`src/hdl/fba_ram.sv`:
```
`timescale 1ns / 1ps
`default_nettype none

module fba_ram #(
  parameter int unsigned WIDTH = 32,
  parameter int unsigned DEPTH = 128,
  localparam int unsigned AW   = (DEPTH > 1) ? $clog2(DEPTH) : 1
) (
  input  wire logic             clk_i,
  input  wire logic             we_i,
  input  wire logic [AW-1:0]    waddr_i,
  input  wire logic [WIDTH-1:0] wdata_i,
  input  wire logic [AW-1:0]    raddr_i,
  output logic      [WIDTH-1:0] rdata_o
);

  logic [WIDTH-1:0] mem_q [DEPTH];

  always_ff @(posedge clk_i) begin
    if (we_i) begin
      mem_q[waddr_i] <= wdata_i;
    end
    rdata_o <= mem_q[raddr_i];
  end

endmodule

`default_nettype wire

```
`config.mk`:
```
export PLATFORM = sky130hd
export DESIGN_NAME = fba_ram
export DESIGN_NICKNAME = d
export VERILOG_FILES = /design/src/hdl/fba_ram.sv
export SDC_FILE = /design/constraint.sdc
export NUM_CORES = 2
export LEC_CHECK = 0
export BUFFER_PORTS_ARGS = -buffer_cell sky130_fd_sc_hd__buf_4
export CAP_MARGIN = 40
export CORE_MARGIN = 2
export CORE_UTILIZATION = 40
export CTS_CLUSTER_DIAMETER = 150
export DETAILED_ROUTE_END_ITERATION = 10
export GPL_ROUTABILITY_DRIVEN = 0
export PLACE_DENSITY = 0.55
export SLEW_MARGIN = 25
export SYNTH_ARGS = -nofsm -noshare
export SYNTH_HDL_FRONTEND = slang
export SYNTH_SLANG_ARGS = --single-unit
```
`constraint.sdc`:
```
create_clock -name clk_i -period 4.05 [get_ports clk_i]
set_input_delay 0.6075 -clock clk_i [delete_from_list [all_inputs] [get_ports clk_i]]
set_output_delay 0.6075 -clock clk_i [all_outputs]
set_load 0.02 [all_outputs]
```
==> impl_results.md <==
* Die Height at 629 um
* R2R depth at 4
* Share of layout cells above drive strength 1 at 37.4%
* CTS clk-pin slew, worst paths at 0.06 ns
* Global route overflow at 0
* Total number of vias at 70809
* CTS resizes at 0
* Crit-path max FO at 24
* WP data arrival at 3.74 ns
* Initial antenna violation count at 51
* Number of buffers added on ports at 79
* Ys Warns at 0
* Max-cap viol count at 0
* M1 GR Usage at 30.6%
* DR WL/cell at 35.8 um
* WHS at 0.0162 ns
* Slew Limit Fails at 0
* Initial Util at 40.2%
* Min Tclk post-route at 2.90 ns
* Clock sink total at 4128
* Reg power frac at 52.7%
* CTS buffer count at 415
* Sw Ratio at 21.5%
* # DRC at 0
* Setup Viol. Count Final at 0
* RSZ-0062 raised after global routing: no
* Cell Area, Synth at 156000 sq um
* Distinct cells, synth at 17
* Die Span X at 629 um
* Core footprint at 389000 sq um
* Yosys reg bits at 4128
* CTS tree: yes
* CP max stage delay at 0.66 ns
* Worst-case clock buffer depth at 4
* Antenna violation net count after detailed routing at 0
* Crit-path cells: buf_16, buf_12, buf_12, buf_12, mux4_2, mux4_2, mux4_2, mux2_2
* Final setup TNS at 0 ns
* Slowest-stage cell, CP: mux4_2
* Vias per inst at 5.82
* Busiest layer in global routing: met2
* Worst setup SP type: primary input
* Crit end category: flop
* Internal power at 70700 uW
* Worst clock skew at 0.0391 ns
* Min-Delay Path Depth at 1
* Syn Nets at 6038
* First-pass GRT wire length at 599 mm
* Hold crit path type: primary input to flop
* Syn_area_per_cell at 26.1 sq um
* Routed wire length at 435 mm
* FP Rows at 229
* H-tree levels at 5
* Highest clock rate at 0.345 GHz
* Gate Count Post-Synth at 5990
* Clk Latency, worst-skew pair at 0.96 ns
* Synth-to-layout area growth at 16.6%
* Area of the die at 396000 sq um
* Clock Root Buffer: clkbuf_16
* Placed wire-length estimate at 247 mm
* First-pass DRT Iterations at 6
* Clock power frac at 41.8%
* Global Route Usage Sum at 21.9%
* Seq/Total Area, Yosys at 79.1%
* Met3 Usage GRT at 2.80%
* Peak VDD IR at 396 uV
* Critical path class: primary input to flop
* Tcrit/Tclk final at 71.6%
* Status: completed
* Pwr Density at 494 nW/um^2
* Tot Pwr at 90000 uW
* M2 GR Usage at 35.8%
* Switch Pwr at 19300 uW
* Top-Level Pins at 80
* Leakage Power at 0.0556 uW
* Final Hold Fails at 0
* Vias in the first global route at 72286
* Fillers at 31511
* Largest net degree at the start of global routing at 129
* Final net count at 6632
* WP data required at 4.89 ns
* Combinational power share at 5.5%
* Max transition margin at 39.3%
* DRT iter0 DRCs at 8720
* Worst Tran Pin Value at 0.910 ns
==> synthesized netlist by cell type <==
cell      instances  share of area (%)
nand2_1          14              0.034
clkbuf_1        182               0.44
nand4_1           3              0.012
nor3_1            9              0.029
buf_6             2              0.014
nand3_1          12              0.038
nand2b_1          2             0.0080
or3_1             1             0.0040
buf_4             3              0.014
buf_1            50               0.12
mux2_2           32               0.23
mux4_2         1344                 19
edfxtp_1       4096                 79
nor2b_1           7              0.028
buf_2            79               0.25
dfxtp_1          32               0.41
nor2_1          122               0.29
==> cell usage in the layout (no fill, tap or decap), types with 10 or more instances in the layout <==
cell type / synthesis / routed
bufinv_16: 0 / 36
mux4_2: 1344 / 1344
buf_16: 0 / 10
mux2_2: 32 / 32
buf_4: 3 / 278
clkbuf_16: 0 / 423
clkbuf_1: 182 / 88
edfxtp_1: 4096 / 4096
nand2_1: 14 / 11
clkinvlp_4: 0 / 18
diode_2: 0 / 39
clkinv_1: 0 / 78
buf_12: 0 / 196
clkinv_2: 0 / 85
nor2_4: 0 / 119
dfxtp_1: 32 / 32
==> power groups by stage <==
stage          Combinational [uW]  Sequential, uW  Clock [uW]
6_report                     4960           47400       37600
5_1_grt                      5160           47400       39900
4_1_cts                      5020           47400       38300
3_5_place_dp                 5010           48300           0
3_3_place_gp                 4930           48300           0
2_1_floorplan                2280           48200           0
==> sequential cells by signal, summed over array words and instances (netlist names) <==
register,flops
mem_q,4096
rdata_o,32
==> cell families after synthesis <==
logic type	count (synthesis)	synth area share [%]
buf+inv	316	0.839
flops	4128	79.1
mux	1376	19.6
simple gates	170	0.446
==> routing by layer <==
| layer | vias to the layer above | wire, um |
|---|---|---|
| met5 | - | 56 |
| met3 | 514 | 28900 |
| met1 | 39837 | 178000 |
| met2 | 2778 | 214000 |
| met4 | 8 | 15300 |
| li1 | 27672 | - |
==> worst max-delay path, delay by kind of cell <==
kind	cells	cell delay, ns
buffers and inverters	4	0.88
muxes	4	2.12
==> stage by stage <==
stage	utilization [%]	setup WS, ns	std cells	area (sq um)
finish	46.8	1.15	12157	182000
global route	46.8	1.08	12141	182000
CTS	46.7	1.16	12104	182000
detailed placement	43.3	0.132	11349	169000
global placement	43.3	0.157	11343	168000
floorplan	-	0.204	5990	156000
==> what timing repair did <==
action / in CTS / in global routing
endpoints found under the setup margin: 0 / 0
setup buffers: 0 / 0
hold buffers: 1 / 1
hold endpoints to repair: 15 / 6
==> cell type report <==
cell class              count  area, sq um  area share, %
clock buffers             518        11000           6.05
clock inverters           236         2200           1.21
diodes                     39         97.6         0.0536
repair buffers            493         6400           3.52
multi-input cells        1546        32300           17.7
flip-flops and latches   4128       124000           67.9
well taps                5197         6500           3.57
==> final timing paths <==
kind / start / end / slack [ns]
max: raddr_i[0] / rdata_o[15]$_DFF_P_ / 1.15
min: wdata_i[23] / mem_q[38][23]$_DFFE_PP_ / 0.02
max reg2reg: mem_q[101][6]$_DFFE_PP_ / rdata_o[6]$_DFF_P_ / 1.36
min reg2reg: mem_q[76][31]$_DFFE_PP_ / rdata_o[31]$_DFF_P_ / 1.13
No activity file was read; power rests on OpenSTA's default activity.
